`config.mk`:
```
export PLATFORM = sky130hd
export DESIGN_NAME = http_chunked_body_decoder_unit
export DESIGN_NICKNAME = d
export VERILOG_FILES = /design/src/rtl/hcbd_pkg.sv /design/src/rtl/http_chunked_body_decoder_unit.sv /design/src/rtl/hcbd_front.sv /design/src/rtl/hcbd_queue.sv /design/src/rtl/hcbd_back.sv
export VERILOG_INCLUDE_DIRS = /design/src /design/src/rtl
export SDC_FILE = /design/constraint.sdc
export NUM_CORES = 1
export LEC_CHECK = 0
export ABC_CLOCK_PERIOD_IN_PS = 7300
export BUFFER_PORTS_ARGS = -buffer_cell sky130_fd_sc_hd__buf_2
export CAP_MARGIN = 15
export CELL_PAD_IN_SITES_DETAIL_PLACEMENT = 0
export CELL_PAD_IN_SITES_GLOBAL_PLACEMENT = 1
export CORE_UTILIZATION = 51
export CTS_CLUSTER_DIAMETER = 120
export DETAILED_ROUTE_END_ITERATION = 8
export PLACE_DENSITY_LB_ADDON = 0.1
export SLEW_MARGIN = 20
export SYNTH_ARGS = -nofsm -noshare
export SYNTH_HDL_FRONTEND = slang
export SYNTH_SLANG_ARGS = --single-unit
```
`constraint.sdc`:
```
create_clock -name clk -period 7.3 [get_ports clk]
set_input_delay 1.46 -clock clk [delete_from_list [all_inputs] [get_ports clk]]
set_output_delay 1.46 -clock clk [all_outputs]
set_load 0.005 [all_outputs]
```
`src/rtl/assert_macros.svh`:
```
// assertion helpers shared by the rtl files
// every use expects a clock named clk and an active-low reset named rst_n
`ifndef ASSERT_MACROS_SVH
`define ASSERT_MACROS_SVH

// same-cycle implication
`define ASSERT_IMP(label, ante, cons) \
  label: assert property (@(posedge clk) disable iff (!rst_n) (ante) |-> (cons)) \
    else $error("assertion failed");

// next-cycle implication
`define ASSERT_NXT(label, ante, cons) \
  label: assert property (@(posedge clk) disable iff (!rst_n) (ante) |=> (cons)) \
    else $error("assertion failed");

`endif

```
`src/rtl/hcbd_pkg.sv`:
```
`default_nettype none

package hcbd_pkg;

  // widths
  localparam int SizeBits = 32;
  localparam int LenBits  = 16;

  // classified item queue
  localparam int QDepth   = 2;
  localparam int QPtrBits = $clog2(QDepth);
  localparam int QCntBits = $clog2(QDepth + 1);

  // line capacity after reset
  localparam logic [LenBits-1:0] CapReset = LenBits'(2048);

  // characters of interest
  localparam logic [7:0] ChLf    = 8'h0A;
  localparam logic [7:0] ChCr    = 8'h0D;
  localparam logic [7:0] ChSemi  = 8'h3B;
  localparam logic [7:0] ChColon = 8'h3A;
  localparam logic [7:0] ChNul   = 8'h00;

  typedef logic [SizeBits-1:0] chunk_len_t;
  typedef logic [LenBits-1:0]  line_len_t;

  typedef enum logic [3:0] {
    PH_SIZE    = 4'b0001,
    PH_DATA    = 4'b0010,
    PH_CRLF    = 4'b0100,
    PH_TRAILER = 4'b1000
  } phase_t;

  typedef enum logic [1:0] {
    KIND_DATA  = 2'd0,
    KIND_DONE  = 2'd1,
    KIND_ERROR = 2'd2
  } kind_t;

  typedef enum logic [2:0] {
    ERR_LONG     = 3'd0,
    ERR_HEX      = 3'd1,
    ERR_OVERFLOW = 3'd2,
    ERR_CRLF     = 3'd3,
    ERR_TRAILER  = 3'd4
  } err_t;

  typedef enum logic [1:0] {
    FAULT_NONE     = 2'd0,
    FAULT_HEX      = 2'd1,
    FAULT_OVERFLOW = 2'd2
  } fault_t;

  // one received byte with its class
  typedef struct packed {
    logic [7:0] data;
    logic       lf;
    logic       cr;
    logic       stop;   // ';' or NUL ends the size digits
    logic       nul;
    logic       colon;
    logic       hex;
    logic [3:0] digit;
  } token_t;

  // deferred size line fault to error code
  function automatic err_t fault_code(fault_t f);
    err_t e;
    case (f)
      FAULT_HEX:      e = ERR_HEX;
      FAULT_OVERFLOW: e = ERR_OVERFLOW;
      default:        e = ERR_LONG;
    endcase
    return e;
  endfunction

endpackage

`default_nettype wire

```
`src/rtl/http_chunked_body_decoder_unit.sv`:
```
`default_nettype none

// channel  | direction | ports
// ---------+-----------+------------------------------------------------
// in       | input     | in_valid, in_ready, in_rx_byte
// out      | output    | out_valid, out_ready, out_kind, out_byte, out_error_code
// cfg      | input     | cfg_valid, cfg_ready, cfg_line_capacity
//
// one byte per clock while the output is not stalled; a taken byte is classified into the
// two-entry queue, then decoded into the output register
// reset restores line_capacity to 2048 and the decoder to the start of a size line
// a stalled output fills the queue, and in_ready falls once both entries are held
// cfg_ready is always high

module http_chunked_body_decoder_unit (
  input  wire logic        clk,
  input  wire logic        rst_n,
  input  wire logic        in_valid,
  output logic             in_ready,
  input  wire logic [7:0]  in_rx_byte,
  output logic             out_valid,
  input  wire logic        out_ready,
  output logic [1:0]       out_kind,
  output logic [7:0]       out_byte,
  output logic [2:0]       out_error_code,
  input  wire logic        cfg_valid,
  output logic             cfg_ready,
  input  wire logic [15:0] cfg_line_capacity
);
  import hcbd_pkg::*;

  line_len_t cap_r;
  token_t    push_token;
  token_t    head;
  logic      q_push;
  logic      q_full;
  logic      q_pop;
  logic      q_empty;

  // configuration register
  assign cfg_ready = 1'b1;

  always_ff @(posedge clk) begin
    if (!rst_n) begin
      cap_r <= CapReset;
    end else if (cfg_valid) begin
      cap_r <= cfg_line_capacity;
    end
  end

  // byte classifier
  hcbd_front u_front (
    .in_valid   (in_valid),
    .in_ready   (in_ready),
    .in_rx_byte (in_rx_byte),
    .q_full     (q_full),
    .q_push     (q_push),
    .q_token    (push_token)
  );

  // queue between classifier and decoder
  hcbd_queue u_queue (
    .clk        (clk),
    .rst_n      (rst_n),
    .push       (q_push),
    .push_token (push_token),
    .full       (q_full),
    .pop        (q_pop),
    .empty      (q_empty),
    .head       (head)
  );

  // decoder and output register
  hcbd_back u_back (
    .clk            (clk),
    .rst_n          (rst_n),
    .line_capacity  (cap_r),
    .q_empty        (q_empty),
    .q_head         (head),
    .q_pop          (q_pop),
    .out_valid      (out_valid),
    .out_ready      (out_ready),
    .out_kind       (out_kind),
    .out_byte       (out_byte),
    .out_error_code (out_error_code)
  );

endmodule

`default_nettype wire

```
`src/rtl/hcbd_front.sv`:
```
`default_nettype none

module hcbd_front (
  input  wire logic            in_valid,
  output logic                 in_ready,
  input  wire logic [7:0]      in_rx_byte,
  input  wire logic            q_full,
  output logic                 q_push,
  output hcbd_pkg::token_t     q_token
);
  import hcbd_pkg::*;

  // take a byte whenever the queue has room
  assign in_ready = !q_full;
  assign q_push   = in_valid && !q_full;

  // classify the byte
  always_comb begin
    q_token       = '0;
    q_token.data  = in_rx_byte;
    q_token.lf    = (in_rx_byte == ChLf);
    q_token.cr    = (in_rx_byte == ChCr);
    q_token.nul   = (in_rx_byte == ChNul);
    q_token.stop  = (in_rx_byte == ChSemi) || (in_rx_byte == ChNul);
    q_token.colon = (in_rx_byte == ChColon);
    if (in_rx_byte inside {[8'h30:8'h39]}) begin
      q_token.hex   = 1'b1;
      q_token.digit = in_rx_byte[3:0];
    end else if (in_rx_byte inside {[8'h41:8'h46], [8'h61:8'h66]}) begin
      q_token.hex   = 1'b1;
      q_token.digit = in_rx_byte[3:0] + 4'd9;
    end
  end

endmodule

`default_nettype wire

```
`src/rtl/hcbd_queue.sv`:
```
`default_nettype none
`include "assert_macros.svh"

module hcbd_queue (
  input  wire logic              clk,
  input  wire logic              rst_n,
  input  wire logic              push,
  input  wire hcbd_pkg::token_t  push_token,
  output logic                   full,
  input  wire logic              pop,
  output logic                   empty,
  output hcbd_pkg::token_t       head
);
  import hcbd_pkg::*;

  token_t                mem_r [QDepth];
  logic [QPtrBits-1:0]   wr_ptr_r, wr_ptr_nxt;
  logic [QPtrBits-1:0]   rd_ptr_r, rd_ptr_nxt;
  logic [QCntBits-1:0]   cnt_r, cnt_nxt;

  assign full  = (cnt_r == QCntBits'(QDepth));
  assign empty = (cnt_r == '0);
  assign head  = mem_r[rd_ptr_r];

  // pointer and count update
  always_comb begin
    wr_ptr_nxt = wr_ptr_r;
    rd_ptr_nxt = rd_ptr_r;
    cnt_nxt    = cnt_r;
    if (push) begin
      wr_ptr_nxt = (wr_ptr_r == QPtrBits'(QDepth - 1)) ? '0 : wr_ptr_r + 1'b1;
    end
    if (pop) begin
      rd_ptr_nxt = (rd_ptr_r == QPtrBits'(QDepth - 1)) ? '0 : rd_ptr_r + 1'b1;
    end
    if (push && !pop) begin
      cnt_nxt = cnt_r + 1'b1;
    end else if (pop && !push) begin
      cnt_nxt = cnt_r - 1'b1;
    end
  end

  always_ff @(posedge clk) begin
    if (!rst_n) begin
      wr_ptr_r <= '0;
      rd_ptr_r <= '0;
      cnt_r    <= '0;
    end else begin
      wr_ptr_r <= wr_ptr_nxt;
      rd_ptr_r <= rd_ptr_nxt;
      cnt_r    <= cnt_nxt;
    end
  end

  // storage
  always_ff @(posedge clk) begin
    if (push) begin
      mem_r[wr_ptr_r] <= push_token;
    end
  end

  `ASSERT_IMP(a_cnt_bound, 1'b1, cnt_r <= QCntBits'(QDepth))
  `ASSERT_IMP(a_push_room, push, !full)
  `ASSERT_IMP(a_pop_data, pop, !empty)

endmodule

`default_nettype wire

```
`src/rtl/hcbd_back.sv`:
```
`default_nettype none
`include "assert_macros.svh"

module hcbd_back (
  input  wire logic                 clk,
  input  wire logic                 rst_n,
  input  wire hcbd_pkg::line_len_t  line_capacity,
  input  wire logic                 q_empty,
  input  wire hcbd_pkg::token_t     q_head,
  output logic                      q_pop,
  output logic                      out_valid,
  input  wire logic                 out_ready,
  output logic [1:0]                out_kind,
  output logic [7:0]                out_byte,
  output logic [2:0]                out_error_code
);
  import hcbd_pkg::*;

  phase_t     phase_r, phase_nxt;
  chunk_len_t chunk_r, chunk_nxt;
  chunk_len_t acc_r, acc_nxt;
  line_len_t  len_r, len_nxt;
  logic       pcr_r, pcr_nxt;
  logic       saw_r, saw_nxt;
  logic       de_r, de_nxt;
  logic       colon_r, colon_nxt;
  fault_t     fault_r, fault_nxt;

  logic       out_valid_r;
  kind_t      out_kind_r;
  logic [7:0] out_byte_r;
  err_t       out_code_r;

  logic            emit;
  kind_t           kind_v;
  logic [7:0]      byte_v;
  err_t            code_v;
  logic            clear_line;
  logic            restart;
  fault_t          fault_v;
  logic [LenBits:0] len_inc;
  logic            len_nz;
  chunk_len_t      chunk_dec;

  // execute an item when the output register is free or draining
  assign q_pop = !q_empty && (!out_valid_r || out_ready);

  assign len_inc   = {1'b0, len_r} + 1'b1;
  assign len_nz    = (len_r != {{(LenBits-1){1'b0}}, pcr_r});
  assign chunk_dec = (chunk_r != '0) ? chunk_r - 1'b1 : chunk_r;

  // decoder state update for one item
  always_comb begin
    phase_nxt  = phase_r;
    chunk_nxt  = chunk_r;
    acc_nxt    = acc_r;
    len_nxt    = len_r;
    pcr_nxt    = pcr_r;
    saw_nxt    = saw_r;
    de_nxt     = de_r;
    colon_nxt  = colon_r;
    fault_nxt  = fault_r;
    emit       = 1'b0;
    kind_v     = KIND_DATA;
    byte_v     = '0;
    code_v     = ERR_LONG;
    clear_line = 1'b0;
    restart    = 1'b0;
    fault_v    = fault_r;
    if (q_pop) begin
      if (phase_r == PH_DATA) begin
        // chunk data passes through
        chunk_nxt = chunk_dec;
        if (chunk_dec == '0) begin
          clear_line = 1'b1;
          phase_nxt  = PH_CRLF;
        end
        emit   = 1'b1;
        byte_v = q_head.data;
      end else if (phase_r != PH_SIZE && phase_r != PH_CRLF && phase_r != PH_TRAILER) begin
        restart = 1'b1;
      end else if (line_capacity < LenBits'(2)) begin
        restart = 1'b1;
        emit    = 1'b1;
        kind_v  = KIND_ERROR;
        code_v  = ERR_LONG;
      end else if (q_head.lf) begin
        // end of line
        case (phase_r)
          PH_SIZE: begin
            if (fault_r != FAULT_NONE) begin
              restart = 1'b1;
              emit    = 1'b1;
              kind_v  = KIND_ERROR;
              code_v  = fault_code(fault_r);
            end else if (!saw_r) begin
              restart = 1'b1;
              emit    = 1'b1;
              kind_v  = KIND_ERROR;
              code_v  = ERR_HEX;
            end else if (acc_r == '0) begin
              clear_line = 1'b1;
              phase_nxt  = PH_TRAILER;
            end else begin
              chunk_nxt  = acc_r;
              clear_line = 1'b1;
              phase_nxt  = PH_DATA;
            end
          end
          PH_CRLF: begin
            if (len_nz) begin
              restart = 1'b1;
              emit    = 1'b1;
              kind_v  = KIND_ERROR;
              code_v  = ERR_CRLF;
            end else begin
              clear_line = 1'b1;
              phase_nxt  = PH_SIZE;
            end
          end
          default: begin
            if (!len_nz) begin
              restart = 1'b1;
              emit    = 1'b1;
              kind_v  = KIND_DONE;
            end else if (!colon_r) begin
              restart = 1'b1;
              emit    = 1'b1;
              kind_v  = KIND_ERROR;
              code_v  = ERR_TRAILER;
            end else begin
              clear_line = 1'b1;
            end
          end
        endcase
      end else begin
        // a held CR turns out to be line content
        if (pcr_r && phase_r == PH_SIZE && !de_r && fault_r == FAULT_NONE) begin
          fault_v = FAULT_HEX;
        end
        pcr_nxt   = 1'b0;
        fault_nxt = fault_v;
        if (len_inc >= {1'b0, line_capacity}) begin
          restart = 1'b1;
          emit    = 1'b1;
          kind_v  = KIND_ERROR;
          code_v  = ERR_LONG;
        end else begin
          len_nxt = len_inc[LenBits-1:0];
          if (q_head.cr) begin
            pcr_nxt = 1'b1;
          end else if (phase_r == PH_SIZE) begin
            // size digits
            if (!de_r && fault_v == FAULT_NONE) begin
              if (q_head.stop) begin
                de_nxt = 1'b1;
              end else if (q_head.hex) begin
                saw_nxt = 1'b1;
                if (acc_r[SizeBits-1 -: 4] != 4'd0) begin
                  fault_nxt = FAULT_OVERFLOW;
                end else begin
                  acc_nxt = {acc_r[SizeBits-5:0], q_head.digit};
                end
              end else begin
                fault_nxt = FAULT_HEX;
              end
            end
          end else if (phase_r == PH_TRAILER && !de_r) begin
            // first colon or NUL of a trailer line
            if (q_head.colon) begin
              de_nxt    = 1'b1;
              colon_nxt = (len_r != '0);
            end else if (q_head.nul) begin
              de_nxt = 1'b1;
            end
          end
        end
      end
    end
    if (clear_line || restart) begin
      len_nxt   = '0;
      pcr_nxt   = 1'b0;
      saw_nxt   = 1'b0;
      de_nxt    = 1'b0;
      colon_nxt = 1'b0;
      fault_nxt = FAULT_NONE;
      acc_nxt   = '0;
    end
    if (restart) begin
      phase_nxt = PH_SIZE;
      chunk_nxt = '0;
    end
  end

  // decoder state
  always_ff @(posedge clk) begin
    if (!rst_n) begin
      phase_r <= PH_SIZE;
      chunk_r <= '0;
      acc_r   <= '0;
      len_r   <= '0;
      pcr_r   <= 1'b0;
      saw_r   <= 1'b0;
      de_r    <= 1'b0;
      colon_r <= 1'b0;
      fault_r <= FAULT_NONE;
    end else begin
      phase_r <= phase_nxt;
      chunk_r <= chunk_nxt;
      acc_r   <= acc_nxt;
      len_r   <= len_nxt;
      pcr_r   <= pcr_nxt;
      saw_r   <= saw_nxt;
      de_r    <= de_nxt;
      colon_r <= colon_nxt;
      fault_r <= fault_nxt;
    end
  end

  // output register
  always_ff @(posedge clk) begin
    if (!rst_n) begin
      out_valid_r <= 1'b0;
    end else if (q_pop) begin
      out_valid_r <= emit;
    end else if (out_ready) begin
      out_valid_r <= 1'b0;
    end
  end

  always_ff @(posedge clk) begin
    if (q_pop && emit) begin
      out_kind_r <= kind_v;
      out_byte_r <= byte_v;
      out_code_r <= code_v;
    end
  end

  assign out_valid      = out_valid_r;
  assign out_kind       = out_kind_r;
  assign out_byte       = out_byte_r;
  assign out_error_code = out_code_r;

  `ASSERT_IMP(a_data_left, phase_r == PH_DATA, chunk_r != '0)
  `ASSERT_IMP(a_out_clean, out_valid_r && out_kind_r != KIND_ERROR, out_code_r == ERR_LONG)
  `ASSERT_IMP(a_out_byte, out_valid_r && out_kind_r != KIND_DATA, out_byte_r == 8'd0)

endmodule

`default_nettype wire
```
* Yosys cells after proc, flatten, opt, wreduce, memory -nomap -nowiden
Memories as Yosys holds them, arrays and structs flattened. A register that Yosys moved wholly into a read port is not among the register bits. Cells that the tools add are included.
Storage, ports and cells: register bits after elaboration 124, input bits 29, word-level logic and storage cells 222, bits in writable memories 36, memories kept 1, output and inout bits 16
Memories:
- u_queue.mem_r | depth 2, bits a word 18, rd ports 1, clocked after memory_dff 1, write ports 1, RTL line hcbd_queue.sv:16 | token_t mem_r [QDepth];
Operators by class: reductions and logical operators 57, add/sub/neg operators 7, mux-type cells 95, equality and inequality tests 25, bitwise gates (word level) 11, $lt $le $gt $ge 8
Operators with widths (number):
- 32-bit 2-to-1 mux | 9
- 32-bit logical NOT | 2
- 2-bit 2-to-1 mux | 24
- 1-bit 2-to-1 mux | 42
- 4-bit 2-to-1 mux | 9
- 32-bit nonzero test | 1
- 32-bit by 1-bit subtractor with 32-bit output, second input constant | 1
- 11-bit AND reduction | 2
- 16-bit by 1-bit adder with 17-bit output, second input constant | 1
- 17-bit by 16-bit greater-or-equal comparator with 1-bit output | 1
- 8-bit by 4-bit == test with 1-bit output, second input constant | 2
- 8-bit by 6-bit == test with 1-bit output, second input constant | 2
- 8-bit by 7-bit greater-or-equal comparator with 1-bit output, second input constant | 2
- 8-bit by 7-bit less-or-equal comparator with 1-bit output, second input constant | 2
- 16-bit by 2-bit less-than comparator with 1-bit output, second input constant | 1
- 16-bit by 1-bit != test with 1-bit output | 1
- 16-bit nonzero test | 1
- 2-bit nonzero test | 8
- 1-bit logical AND | 15
- 12-bit AND reduction | 1
- 1-bit inverter | 11
- 5-bit 2-to-1 mux | 2
- 10-bit AND reduction | 1
- 3-bit 2-to-1 mux | 3
- 39 further kinds | 59

* Longest topological paths before layout
Gate-level depths: netlist of run 1.
depth in word-level cells 17, gate-level depth with buffers 20, mapped depth without buffers 17

* Modules after synthesis
Synthesis of run 1 repeated with hierarchy kept, for this count alone.
Second synthesis, totals: cell total of the unflattened synthesis 992, area, all modules 8959.8 µm²
By module, submodules not included:
- hcbd_back | seq. area each 2212.1 µm², instances 1, cells each 818, area an instance 6493.7 µm²
- hcbd_queue | seq. area each 1181.1 µm², instances 1, cells each 78, area an instance 1515.2 µm²
- http_chunked_body_decoder_unit | seq. area each 320.3 µm², instances 1, cells each 53, area an instance 624.3 µm²
- hcbd_front | seq. area each 0.0 µm², instances 1, cells each 43, area an instance 326.6 µm²

* Worst setup path before layout of run 1
No wires, ideal clock.
kind flip-flop to flip-flop, from reg u_back.len_r[0], to reg u_back.acc_r[10], library setup time 0.115 ns, arrival time 4.383 ns, cell stages (with the launch flop) 21, path slack 2.802 ns, clock period less this slack 4.498 ns, path buffers 3, data required time 7.185 ns, cell sequence dfxtp_1 and3_1 and3_1 and3_1 and3_1 and3_1 and3_1 xor2_1 ha_1 and3_1 a221o_1 a22oi_1 nand2_1 nor4bb_1 buf_2 nand2_1 nor3_1 buf_2 buf_1 mux2i_1 nor2_1
Between the ends: longest elaborated chain between the ends 10, elaborated cells on any way between the ends 24, those cells by class add/sub: 1; order compare: 1; eq/ne: 1; mux: 17; bitwise: 1; reduce/logical: 3
RTL lines:
- start, declared | RTL line hcbd_back.sv:22 | line_len_t len_r, len_nxt;
- start signal, assigned | RTL line hcbd_back.sv:211 | len_r <= len_nxt;
- 16-bit by 1-bit adder with 17-bit output (*) | RTL line hcbd_back.sv:48 | assign len_inc = {1'b0, len_r} + 1'b1;
- net u_back.len_inc[13] | RTL line hcbd_back.sv:41 | logic [LenBits:0] len_inc;
- 17-bit by 16-bit greater-or-equal comparator with 1-bit output (*) | RTL line hcbd_back.sv:143 | if (len_inc >= {1'b0, line_capacity}) begin
- 1-bit 2-to-1 mux | RTL line hcbd_back.sv:143
- 1-bit 2-to-1 mux | RTL line hcbd_back.sv:87 | end else if (q_head.lf) begin
- 1-bit 2-to-1 mux | RTL line hcbd_back.sv:82 | end else if (line_capacity < LenBits'(2)) begin
- 1-bit 2-to-1 mux | RTL line hcbd_back.sv:80 | end else if (phase_r != PH_SIZE && phase_r != PH_CRLF && phase_r != PH_TRAILER) begin
- 1-bit 2-to-1 mux | RTL line hcbd_back.sv:71 | if (phase_r == PH_DATA) begin
- 1-bit 2-to-1 mux | RTL line hcbd_back.sv:70 | if (q_pop) begin
- 1-bit logical OR | RTL line hcbd_back.sv:180 | if (clear_line || restart) begin
- 2-bit OR reduction (no line)
- end signal, assigned | RTL line hcbd_back.sv:210 | acc_r <= acc_nxt;
- end, declared | RTL line hcbd_back.sv:21 | chunk_len_t acc_r, acc_nxt;
The timed path passes the listed nets; every way through them passes the cells marked *. A chain may end at the register's enable or synchronous reset.

* Worst setup path after layout of run 1
from reg u_back.len_r[0], to reg u_back.colon_r
Between the ends: longest elaborated chain between the ends 10, elaborated cells on any way between the ends 25, those cells by class add/sub: 1; order compare: 1; eq/ne: 1; mux: 17; bitwise: 1; reduce/logical: 4
RTL lines:
- 16-bit by 1-bit adder with 17-bit output (*) | RTL line hcbd_back.sv:48
- net u_back.len_inc[14] | RTL line hcbd_back.sv:41
- 17-bit by 16-bit greater-or-equal comparator with 1-bit output (*) | RTL line hcbd_back.sv:143
- 1-bit 2-to-1 mux | RTL line hcbd_back.sv:143
- 1-bit 2-to-1 mux | RTL line hcbd_back.sv:87
- 1-bit 2-to-1 mux | RTL line hcbd_back.sv:82
- 1-bit 2-to-1 mux | RTL line hcbd_back.sv:80
- 1-bit 2-to-1 mux | RTL line hcbd_back.sv:71
- 1-bit 2-to-1 mux | RTL line hcbd_back.sv:70
- 1-bit logical OR | RTL line hcbd_back.sv:180
- 2-bit OR reduction (no line)
- end signal, assigned | RTL line hcbd_back.sv:215 | colon_r <= colon_nxt;
- end, declared | RTL line hcbd_back.sv:26 | logic colon_r, colon_nxt;
Marked as above.

==> results of run 1 <==
## placed cells by master (no fill, tap or decap), types with 32 or more instances in the layout
master and count:
edfxtp_1 49, buf_2 43, xor2_1 35, a21oi_1 55, nand2_1 76, mux2i_1 56
inv_1 32, dfxtp_1 112, o21ai_0 34, nor2_1 181
## how the worst max path moves through the flow
stage	slack, ns	endpoint	cells past startpoint
2_1_floorplan	2.80	u_back.acc_r[10]$_SDFFE_PP0P_	20
3_3_place_gp	2.56	u_back.colon_r$_SDFFE_PP0P_	18
3_5_place_dp	2.52	u_back.acc_r[6]$_SDFFE_PP0P_	19
4_1_cts	2.47	u_back.acc_r[13]$_SDFFE_PP0P_	19
5_1_grt	2.03	u_back.colon_r$_SDFFE_PP0P_	18
6_report	2.47	u_back.colon_r$_SDFFE_PP0P_	16
## routing by layer
layer | up-vias | routed length (um) | global-route usage
met4 | 0 | 262 | 0.0717
met5 | - | 0 | 0
li1 | 3548 | - | -
met1 | 3424 | 10100 | 0.350
met3 | 20 | 921 | 0.0388
met2 | 156 | 9400 | 0.386
## cell type report
cell class              count  area (um2)  area share
well taps                 220         275      0.0290
repair buffers             51         275      0.0290
flip-flops and latches    161        3710       0.391
clock inverters            12         113      0.0119
clock buffers              20         479      0.0505
inverters                  32         120      0.0126
multi-input cells         732        4520       0.476
## where the power goes
group	leakage (nW)	internal [mW]	switching (mW)
sequential	1.37	1.01	0.0551
combinational	2.06	0.156	0.265
clock	0.289	0.489	0.395
total	3.72	1.65	0.715
## sequential cells by signal, summed over array words and instances, names as in the netlist, 2 cells and up, named ones only
name,cells
u_back.out_byte,8
cap_r,16
u_back.len_r,16
u_back.out_kind,2
u_queue.mem_r,36
u_back.out_error_code,3
u_back.phase_r,4
u_back.acc_r,32
u_back.chunk_r,32
u_back.fault_r,2
u_queue.cnt_r,2
## synth_stat cells, drive strengths merged (8+ instances only)
library cell / instances / share of area
nor2: 182 / 0.079
dfxtp: 112 / 0.26
nand2: 76 / 0.033
mux2i: 56 / 0.065
a21oi: 55 / 0.032
edfxtp: 49 / 0.17
clkbuf: 41 / 0.018
o21ai: 35 / 0.020
xor2: 35 / 0.036
inv: 32 / 0.014
nor4: 30 / 0.023
ha: 25 / 0.036
nand3: 21 / 0.013
nor3: 21 / 0.013
buf: 14 / 0.012
a211oi: 13 / 0.011
and3: 13 / 0.0095
or3: 13 / 0.010
nand4: 12 / 0.0087
xnor2: 12 / 0.012
a31oi: 10 / 0.0073
a22oi: 9 / 0.0079
or4: 9 / 0.0083
o211ai: 8 / 0.0070
o22ai: 8 / 0.0058
or2: 8 / 0.0058
## kinds of logic (layout without fill, tap and decap cells)
| family | after synthesis | after routing | share of synthesized area |
|---|---|---|---|
| AO/OA/AOI/OAI | 183 | 183 | 0.138 |
| flip-flops | 161 | 161 | 0.432 |
| multiplexers | 58 | 58 | 0.0678 |
| AND/OR/NAND/NOR | 418 | 418 | 0.233 |
| XOR/XNOR | 47 | 47 | 0.0479 |
| other | 1 | 1 | 0.000436 |
| buffers and inverters | 88 | 115 | 0.0447 |
| adder cells (fa/ha/maj) | 25 | 25 | 0.0364 |
## worst max-delay path: stages, from the launching register on
cell and delay, ns:
dfxtp_1 0.44, ha_1 0.24, nand3_1 0.19, nor4_1 0.63
nand3_1 0.24, nor2_1 0.20, xor2_1 0.21, ha_1 0.26
and2_0 0.15, and4_1 0.23, o311ai_0 0.15, nand4_1 0.35
o31a_1 0.41, o21ai_0 0.22, nand3_2 0.21, buf_4 0.35
a311oi_1 0.25
==> results by group, run 1 <==
Status
  – Status: finished, final reports clean

STA
  – Final Hold Fails: 0
  – Fmax: between 0.2 and 0.25 GHz
  – Slew margin rel.: 0.305
  – Setup ws final: between 2 and 2.5 ns
  – Setup Viol. Count Final: 0
  – Final slew viol count: 0
  – Min Tclk post-route: ~4.8 ns
  – Hold slack: between 0.4 and 0.5 ns
  – Measured slew at the worst slew-check pin: about 1.0 ns
  – RSZ-0062 raised after global routing: no
  – TNS Setup: 0 ns
  – Layout Skew: around 0.011 ns
  – Final Cycle Share: 0.662

Critical path
  – R2R depth: 16
  – WP data required: 7.63 ns
  – CP arrival: just over 5 ns
  – FF-to-FF Start: u_back.len_r[0]$_SDFFE_PP0P_
  – Reg2Reg Capture Point: u_back.colon_r$_SDFFE_PP0P_
  – Crit path launch: u_back.len_r[0]$_SDFFE_PP0P_
  – Flop2flop setup slack: 2.47 ns
  – Crit. End Element: flip-flop
  – CP Class: reg -> reg
  – CP startpoint kind: flip-flop
  – Critical Path Fanout Max: 47

Floorplan
  – CORE AREA: ~0.017 mm2
  – Die Wd: around 130 um
  – Die Y: about 130 um
  – FP Rows: 47
  – Initial Utilization: 0.520
  – Full die area: 0.0174 mm2
  – IO Pins: 45

Drt
  – DR pass1 iterations: 5
  – Residual DRC: 0
  – Final wirelength: between 20000 and 25000 um
  – Vias per cell: 5.82
  – Drt initial violations: roughly 580
  – Vias: ~7.1k
  – Avg WL per Cell: roughly 17 um
  – Post-DRT Antenna Nets: 0

Clock tree
  – H-tree levels: 4
  – Clk sinks: 161
  – Clock latency on the worst-skew pair: approximately 0.43 ns
  – CTS root buf: clkbuf_16
  – Max Buffers Root-to-Sink: 2
  – Worst-path clk slew: ~0.070 ns
  – Resize count post-CTS: 0
  – Number of CTS-inserted buffers: 17
  – CTS tree: done
  – CTS Hold Bufs: 0
  – Post-CTS setup buffer count: 0

Global route
  – Largest net degree at the start of global routing: 52
  – GRT overflow: 0
  – Global-route wire length before repair: between 30000 and 40000 um
  – Total track usage: 0.246
  – Initial antenna violation count: 0
  – Vias in the first global route: ~6.6k

Logic synthesis
  – Number of synthesized flops with an enable pin: 49
  – Post-synth ARST share: 0
  – #FFs+latches synth: around 160
  – Post-Syn Nets: approximately 1.0k
  – Distinct cells, synth: 76
  – YS warnings: 0
  – Avg Cell Area, Syn: about 9 um2
  – Top_reg_cell synth: dfxtp_1
  – Post-synthesis sequential area ratio: 0.432
  – Mapped Cells: between 900 and 1k
  – Cell area after synthesis: ~0.0086 mm2

Worst hold path
  – Hold depth: 2
  – Worst hold-check path type: reg -> reg
  – Worst Min Path Start: u_back.saw_r$_SDFFE_PP0P_
  – WHS Endpoint: u_back.saw_r$_SDFFE_PP0P_

Power
  – PD cells: roughly 250 mW/mm2
  – Peak supply drop: roughly 0.17 mV
  – Leak Pwr: approximately 3.7 nW
  – Total Power: roughly 2.4 mW

Placement
  – Port Buf Inserts: 43
  – Placed cell count: about 1.2k
  – Post-DP HPWL: ~15000 um
  – Pre-CTS setup slack: between 2 and 3 ns
  – Area after DPL: just under 0.009 mm2
  – Final Wtd Congestion: between 0.8 and 0.9

Finish
  – # diodes: 0
  – Share of layout cells above drive strength 1: 0.104
  – Post-Layout Cell Count: between 1k and 1.5k
  – Fin area: roughly 0.0095 mm2
  – Final Util: 0.575
  – Area delta synth->final: 10.4%
  – Layout filler cell count: 1544
  – Nets: approximately 1.0k

Flow run
  – Max_cap viols: 0
Power figures use the tool's default switching activity.
==> run 2, diff against run 1 <==
Settings changed: ABC_CLOCK_PERIOD_IN_PS 7300 to 4200, CORE_UTILIZATION 51 to 43.
Clock period 7.3 ns to 4.2 ns, I/O delays scaled along.
==> run 2 against run 1 <==
Sequential cell count stayed put. Register-to-register slack got worse by 2.3 ns. Utilization down 5.4 points. Worst hold slack got worse by 0.010 ns. Wire length is 13% higher. Die area increased by 18%. Via count up 1.8%. Critical endpoint is now u_back.acc_r[14]$_SDFFE_PP0P_.
==> results by group, run 2 (synthesis gave the netlist of run 1 again) <==
Finish
  – Most common cell after layout, fill and taps aside: nor2_1
  – Biggest register: u_queue.mem_r
  – Commonest non-fill, non-tap cells in the layout: 181 x nor2_1, 109 x dfxtp_1, 75 x nand2_1
  – Largest regs: u_queue.mem_r x36, u_back.acc_r x32, u_back.chunk_r x32
  – Max reg flops: 36 (unchanged)
  – Final Util: 0.520 (-0.0542)
  – Area delta synth->final: 18.2%
  – # diodes: 0 (unchanged)
  – Share of layout cells above drive strength 1: 0.156 (+0.0519)
  – Layout filler cell count: 1885 (+22%)
  – Fin area: 0.0102 mm2 (+7.0%)
  – Nets: 1092 (+4.1%)

Placement
  – Pre-CTS setup slack: -0.0232 ns (-2.54 ns)
  – Port Buf Inserts: 43 (unchanged)
  – Post-DP HPWL: 16000 um (+9.7%)
  – Final Wtd Congestion: 0.882 (-0.90%)
  – Area after DPL: 0.00928 mm2 (+4.2%)

Floorplan
  – Die Y: 143 um (+8.8%)
  – CORE AREA: 0.0195 mm2 (+18%)
  – IO Pins: 45 (unchanged)
  – Die Wd: 143 um (+8.8%)
  – Initial Utilization: 0.440 (-0.0800)
  – FP Rows: 51 (+8.5%)
  – Full die area: 0.0206 mm2 (+18%)

Clock tree
  – Max Buffers Root-to-Sink: 2 (unchanged)
  – CTS tree: done
  – CTS root buf: clkbuf_16
  – Number of CTS-inserted buffers: 17 (unchanged)
  – Worst-path clk slew: 0.07 ns (about the same)
  – H-tree levels: 4 (unchanged)
  – Clock latency on the worst-skew pair: 0.43 ns (about the same)
  – Clk sinks: 161 (unchanged)

STA
  – Final slew viol count: 0 (unchanged)
  – Layout Skew: 0.00698 ns (-0.00434 ns)
  – Setup ws final: 0.159 ns (-2.31 ns)
  – Final Hold Fails: 0 (unchanged)
  – Setup Viol. Count Final: 0 (unchanged)
  – Final Cycle Share: 0.962 (+0.300)
  – Slew margin rel.: 0.382 (+0.0762)
  – Min Tclk post-route: 4.04 ns (-0.789 ns)
  – Hold slack: 0.483 ns (-0.0101 ns)
  – Fmax: 0.247 GHz (+20%)
  – Measured slew at the worst slew-check pin: 0.928 ns (-0.113 ns)
  – TNS Setup: 0 ns (unchanged)

Critical path
  – Crit path launch: u_back.len_r[1]$_SDFFE_PP0P_
  – Critical Path Fanout Max: 9 (-81%)
  – FF-to-FF Start: u_back.len_r[1]$_SDFFE_PP0P_
  – WP data required: 4.53 ns (-3.10 ns)
  – CP Class: reg -> reg
  – Crit. End Element: flip-flop
  – CP startpoint kind: flip-flop
  – CP arrival: 4.37 ns (-0.79 ns)

Status
  – Status: finished, final reports clean

Worst hold path
  – Worst Min Path Start: u_back.saw_r$_SDFFE_PP0P_
  – Worst hold-check path type: reg -> reg

Global route
  – Largest net degree at the start of global routing: 51 (-1.9%)
  – Vias in the first global route: 6870 (+4.0%)
  – Total track usage: 0.235 (-0.0115)
  – GRT overflow: 0 (unchanged)
  – Initial antenna violation count: 0 (unchanged)
  – Global-route wire length before repair: 36900 um (+8.2%)

Drt
  – Vias: 7280 (+1.8%)
  – Final wirelength: 23400 um (+13%)
  – Post-DRT Antenna Nets: 0 (unchanged)
  – Vias per cell: 5.53 (-5.0%)
  – Drt initial violations: 521 (-9.4%)
  – DR pass1 iterations: 6 (+1)
  – Avg WL per Cell: 17.8 um (+5.4%)
  – Residual DRC: 0 (unchanged)

Power
  – Leak Pwr: 4.01 nW (+7.6%)
  – Peak supply drop: 0.349 mV (+110%)
  – PD cells: 435 mW/mm2 (+74%)

Flow run
  – Max_cap viols: 0 (unchanged)
-- run 2: final timing paths --
check	end	slack (ns)	cells past startpoint
max	u_back.acc_r[14]$_SDFFE_PP0P_	0.16	20
min	u_back.saw_r$_SDFFE_PP0P_	0.48	2
max reg2reg	u_back.acc_r[14]$_SDFFE_PP0P_	0.16	20
min reg2reg	u_back.saw_r$_SDFFE_PP0P_	0.48	2
-- run 2: what timing repair did --
item	4_1_cts	5_1_grt
hold buffers	0	0
buffers inserted	0	3
setup endpoints to repair	23	67
pin swaps	0	8
gates resized for setup	1	25
gates cloned	0	7
-- run 2: layout make-up --
type / count / area [um2] / share of cell area
Clock inverter: 15 / 191 / 0.0188
Tap cell: 265 / 332 / 0.0326
Multi-Input combinational cell: 732 / 4610 / 0.453
Inverter: 32 / 120 / 0.0118
Sequential cell: 161 / 3720 / 0.366
Clock buffer: 17 / 425 / 0.0419
Timing Repair Buffer: 94 / 768 / 0.0756
-- run 2: per-stage QoR --
step                cells  total power, mW
floorplan             981             2.41
global placement     1274             2.73
detailed placement   1274             2.73
CTS                  1306             4.38
global route         1316             4.61
finish               1316             4.42
-- run 2: power by group --
group	leakage [nW]	internal [mW]	switching, mW	total, mW
combinational	2.34	0.402	0.574	0.975
sequential	1.37	1.75	0.0553	1.81
clock	0.297	0.908	0.731	1.64
total	4.01	3.06	1.36	4.42
-- run 2: per-layer routing --
metal  vias up  track usage  routed length [um]  share of wire
li1       3650            -                   -              -
met1      3473        0.336               11600           0.50
met2       143        0.364               10700           0.46
met3        14       0.0460                 918          0.039
met4         0       0.0532                 158         0.0067
met5         -            0                   0              0
-- run 2: worst max-delay path: stages, from the launching register on --
cell and delay [ns]:
dfxtp_2 0.34, and3_4 0.18, and3_1 0.19, and3_4 0.20, and3_4 0.18, and3_4 0.18
and3_4 0.20, buf_4 0.11, nand3_1 0.09, xnor2_1 0.16, ha_1 0.32, and2_0 0.19
and4_1 0.24, o311ai_1 0.12, nor4bb_4 0.35, nand2_2 0.12, nor3_4 0.19, buf_6 0.19
buf_12 0.15, mux2i_1 0.18, nor2_1 0.05
==> run 3, diff against run 2 <==
Settings changed: CELL_PAD_IN_SITES_DETAIL_PLACEMENT 0 to 1, CORE_MARGIN from default to 2.
==> run 3 against run 2 <==
Worst setup slack got worse by 0.056 ns. Register-to-register slack got worse by 0.06 ns. Via count up 2.7%.
==> results by group, run 3 (synthesis gave the netlist of run 1 again) <==
Finish
  – Fin area: 0.0101 mm2 (-0.62%)
  – Share of layout cells above drive strength 1: 0.160 (+0.00365)
  – Register area: 0.00372 mm2 (unchanged)
  – Largest regs: u_queue.mem_r x36, u_back.acc_r x32, u_back.chunk_r x32
  – Multi-input logic area: 0.00460 mm2 (about the same)
  – # diodes: 0 (unchanged)
  – Most common cell after layout, fill and taps aside: nor2_1
  – Max reg flops: 36 (unchanged)
  – Area delta synth->final: 17.4%
  – Biggest register: u_queue.mem_r
  – Layout filler cell count: 2323 (+23%)
  – Commonest non-fill, non-tap cells in the layout: 181 x nor2_1, 109 x dfxtp_1, 74 x nand2_1
  – Nets: 1093 (+0.092%)

Critical path
  – Crit path launch: u_back.len_r[1]$_SDFFE_PP0P_
  – CP most frequent cell: and3_4
  – CP startpoint kind: flip-flop
  – Buffer and inverter count on the worst path: 2 (-1)
  – Flop2flop setup slack: 0.10 ns (-0.06 ns)
  – CP Class: reg -> reg
  – Crit. End Element: flip-flop
  – Crit path cell chain: and3_4 > and3_4 > and3_4 > and3_4 > and3_4 > and3_4 > xor2_1 > ha_1 > and3_4 > a221o_1 > a22oi_2 > nand2_2 > nor4bb_4 > nand2_2 > nor3_4 > buf_6 > buf_16 > mux2i_2 > nor2_1
  – Critical Path Stages: 19 (-5.0%)
  – Biggest cell delay along the critical path: 0.36 ns (about the same)
  – CP delay by family, top: simple AND/OR/NAND/NOR gates
  – R2R depth: 19 (-5.0%)
  – CP arrival: 4.42 ns (+0.05 ns)
  – FF-to-FF Start: u_back.len_r[1]$_SDFFE_PP0P_
  – CP max stage cell: nor4bb_4
  – WP data required: 4.52 ns (about the same)
  – Critical Path Fanout Max: 5 (-4)

Power
  – Internal power: 2.98 mW (-2.7%)
  – Peak supply drop: 0.348 mV (-0.21%)
  – Switching Share: 0.316 (+0.00822)
  – Switch Pwr: 1.37 mW (+1.1%)
  – Combinational fraction of design power: 0.219 (-0.002)
  – PD cells: 431 mW/mm2 (-0.95%)
  – Clk pwr share: 0.365 (-0.006)
  – Reg power frac: 0.416 (+0.008)
  – Leak Pwr: 3.98 nW (-0.55%)

STA
  – Setup ws final: 0.103 ns (-0.0557 ns)
  – TNS Setup: 0 ns (unchanged)
  – Fmax: 0.244 GHz (-1.4%)
  – Final Hold Fails: 0 (unchanged)
  – Measured slew at the worst slew-check pin: 0.963 ns (+0.0356 ns)
  – Final slew viol count: 0 (unchanged)
  – Slew margin rel.: 0.358 (-0.0237)
  – Final Cycle Share: 0.975 (+0.0133)
  – Layout Skew: 0.0151 ns (+0.00813 ns)
  – Min Tclk post-route: 4.10 ns (+0.0557 ns)
  – Setup Viol. Count Final: 0 (unchanged)

Drt
  – Final wirelength: 25700 um (+9.8%)
  – Vias: 7476 (+2.7%)
  – Avg WL per Cell: 19.5 um (+9.8%)
  – Metal3 WL: 1010 um (+10%)
  – Drt initial violations: 394 (-24%)
  – DR pass1 iterations: 5 (-1)
  – Metal-1 WL: 12100 um (+3.8%)
  – Residual DRC: 0 (unchanged)
  – Post-DRT Antenna Nets: 0 (unchanged)
  – Top Layer Used: met4
  – Vias per cell: 5.68 (+2.6%)
  – Routed wl met2: 12300 um (+15%)

Clock tree
  – Number of CTS-inserted buffers: 17 (unchanged)
  – CTS tree: done
  – H-tree levels: 4 (unchanged)
  – Clk sinks: 161 (unchanged)
  – Clock latency on the worst-skew pair: 0.44 ns (about the same)
  – Max Buffers Root-to-Sink: 2 (unchanged)
  – Worst-path clk slew: 0.07 ns (about the same)
  – CTS Hold Bufs: 0 (unchanged)
  – CTS root buf: clkbuf_16

Worst hold path
  – Hold depth: 2 (unchanged)
  – Worst hold-check path type: reg -> reg
  – Worst Min Path Start: u_queue.rd_ptr_r$_SDFFE_PN0P_

Global route
  – Largest net degree at the start of global routing: 51 (unchanged)
  – Vias in the first global route: 7602 (+11%)
  – Initial antenna violation count: 0 (unchanged)
  – Total track usage: 0.243 (+0.00824)
  – Global-route wire length before repair: 41200 um (+12%)
  – GRT overflow: 0 (unchanged)

Floorplan
  – CORE AREA: 0.0195 mm2 (unchanged)
  – Full die area: 0.0211 mm2 (+2.8%)
  – Initial Utilization: 0.440 (unchanged)
  – Die Wd: 145 um (+1.4%)
  – FP Rows: 51 (unchanged)
  – Die Y: 145 um (+1.4%)
  – IO Pins: 45 (unchanged)

Placement
  – Area after DPL: 0.00928 mm2 (about the same)
  – Final Wtd Congestion: 0.825 (-6.5%)
  – Pre-CTS setup slack: -0.0263 ns (-0.00310 ns)
  – Post-DP HPWL: 17600 um (+10%)
  – Port Buf Inserts: 43 (unchanged)

Status
  – Status: finished, final reports clean

Flow run
  – Max_cap viols: 0 (unchanged)
[run 3: changes by cell type in the layout (fill, tap and decap cells not counted), sizes merged]
| cell | change |
|---|---|
| buf | +4 |
| bufinv | -1 |
| clkbuf | -3 |
| clkinv | +4 |
| clkinvlp | -1 |
| inv | -2 |
[run 3: final cells by class]
type | instances | area share
clock buffers | 17 | 0.0421
inverters | 32 | 0.0119
multi-input cells | 732 | 0.456
clock inverters | 15 | 0.0172
repair buffers | 95 | 0.0720
flip-flops and latches | 161 | 0.368
well taps | 265 | 0.0328
[run 3: tightest hold or removal path: stages (launching register included)]
cell	delay (ns)
dfxtp_1	0.32
xor2_1	0.08
nor2_1	0.07
[run 3: timing repair]
item / in CTS / in global routing
cloned: 1 / 2
resized for setup: 2 / 22
endpoints found under the hold margin: 0 / 0
setup buffers: 0 / 7
endpoints found under the setup margin: 10 / 69
pin swaps: 1 / 11
[run 3: power groups by stage]
| stage | logic [mW] | clock network [mW] | registers [mW] |
|---|---|---|---|
| 3_3_place_gp | 0.882 | 0 | 1.84 |
| 6_report | 0.953 | 1.59 | 1.81 |
| 2_1_floorplan | 0.578 | 0 | 1.83 |
| 4_1_cts | 0.923 | 1.61 | 1.81 |
| 3_5_place_dp | 0.894 | 0 | 1.84 |
| 5_1_grt | 1.04 | 1.68 | 1.82 |
[run 3: final timing paths]
kind / to
min: flip-flop
min reg2reg: flip-flop
max: u_back.acc_r[23]$_SDFFE_PP0P_
max reg2reg: u_back.acc_r[23]$_SDFFE_PP0P_
[run 3: metal layers]
metal / vias to the layer above / global-route usage
li1: 3631 / -
met1: 3679 / 0.337
met2: 139 / 0.390
met3: 27 / 0.0476
met4: 0 / 0.0642
met5: - / 0
[run 3: through the flow]
step	cells	util	total power [mW]	hold slack, ns
floorplan	981	-	2.41	0.440
global placement	1275	0.475	2.72	0.460
detailed placement	1275	0.475	2.73	0.487
CTS	1308	0.508	4.34	0.505
global route	1317	0.517	4.54	0.533
finish	1317	0.517	4.35	0.505
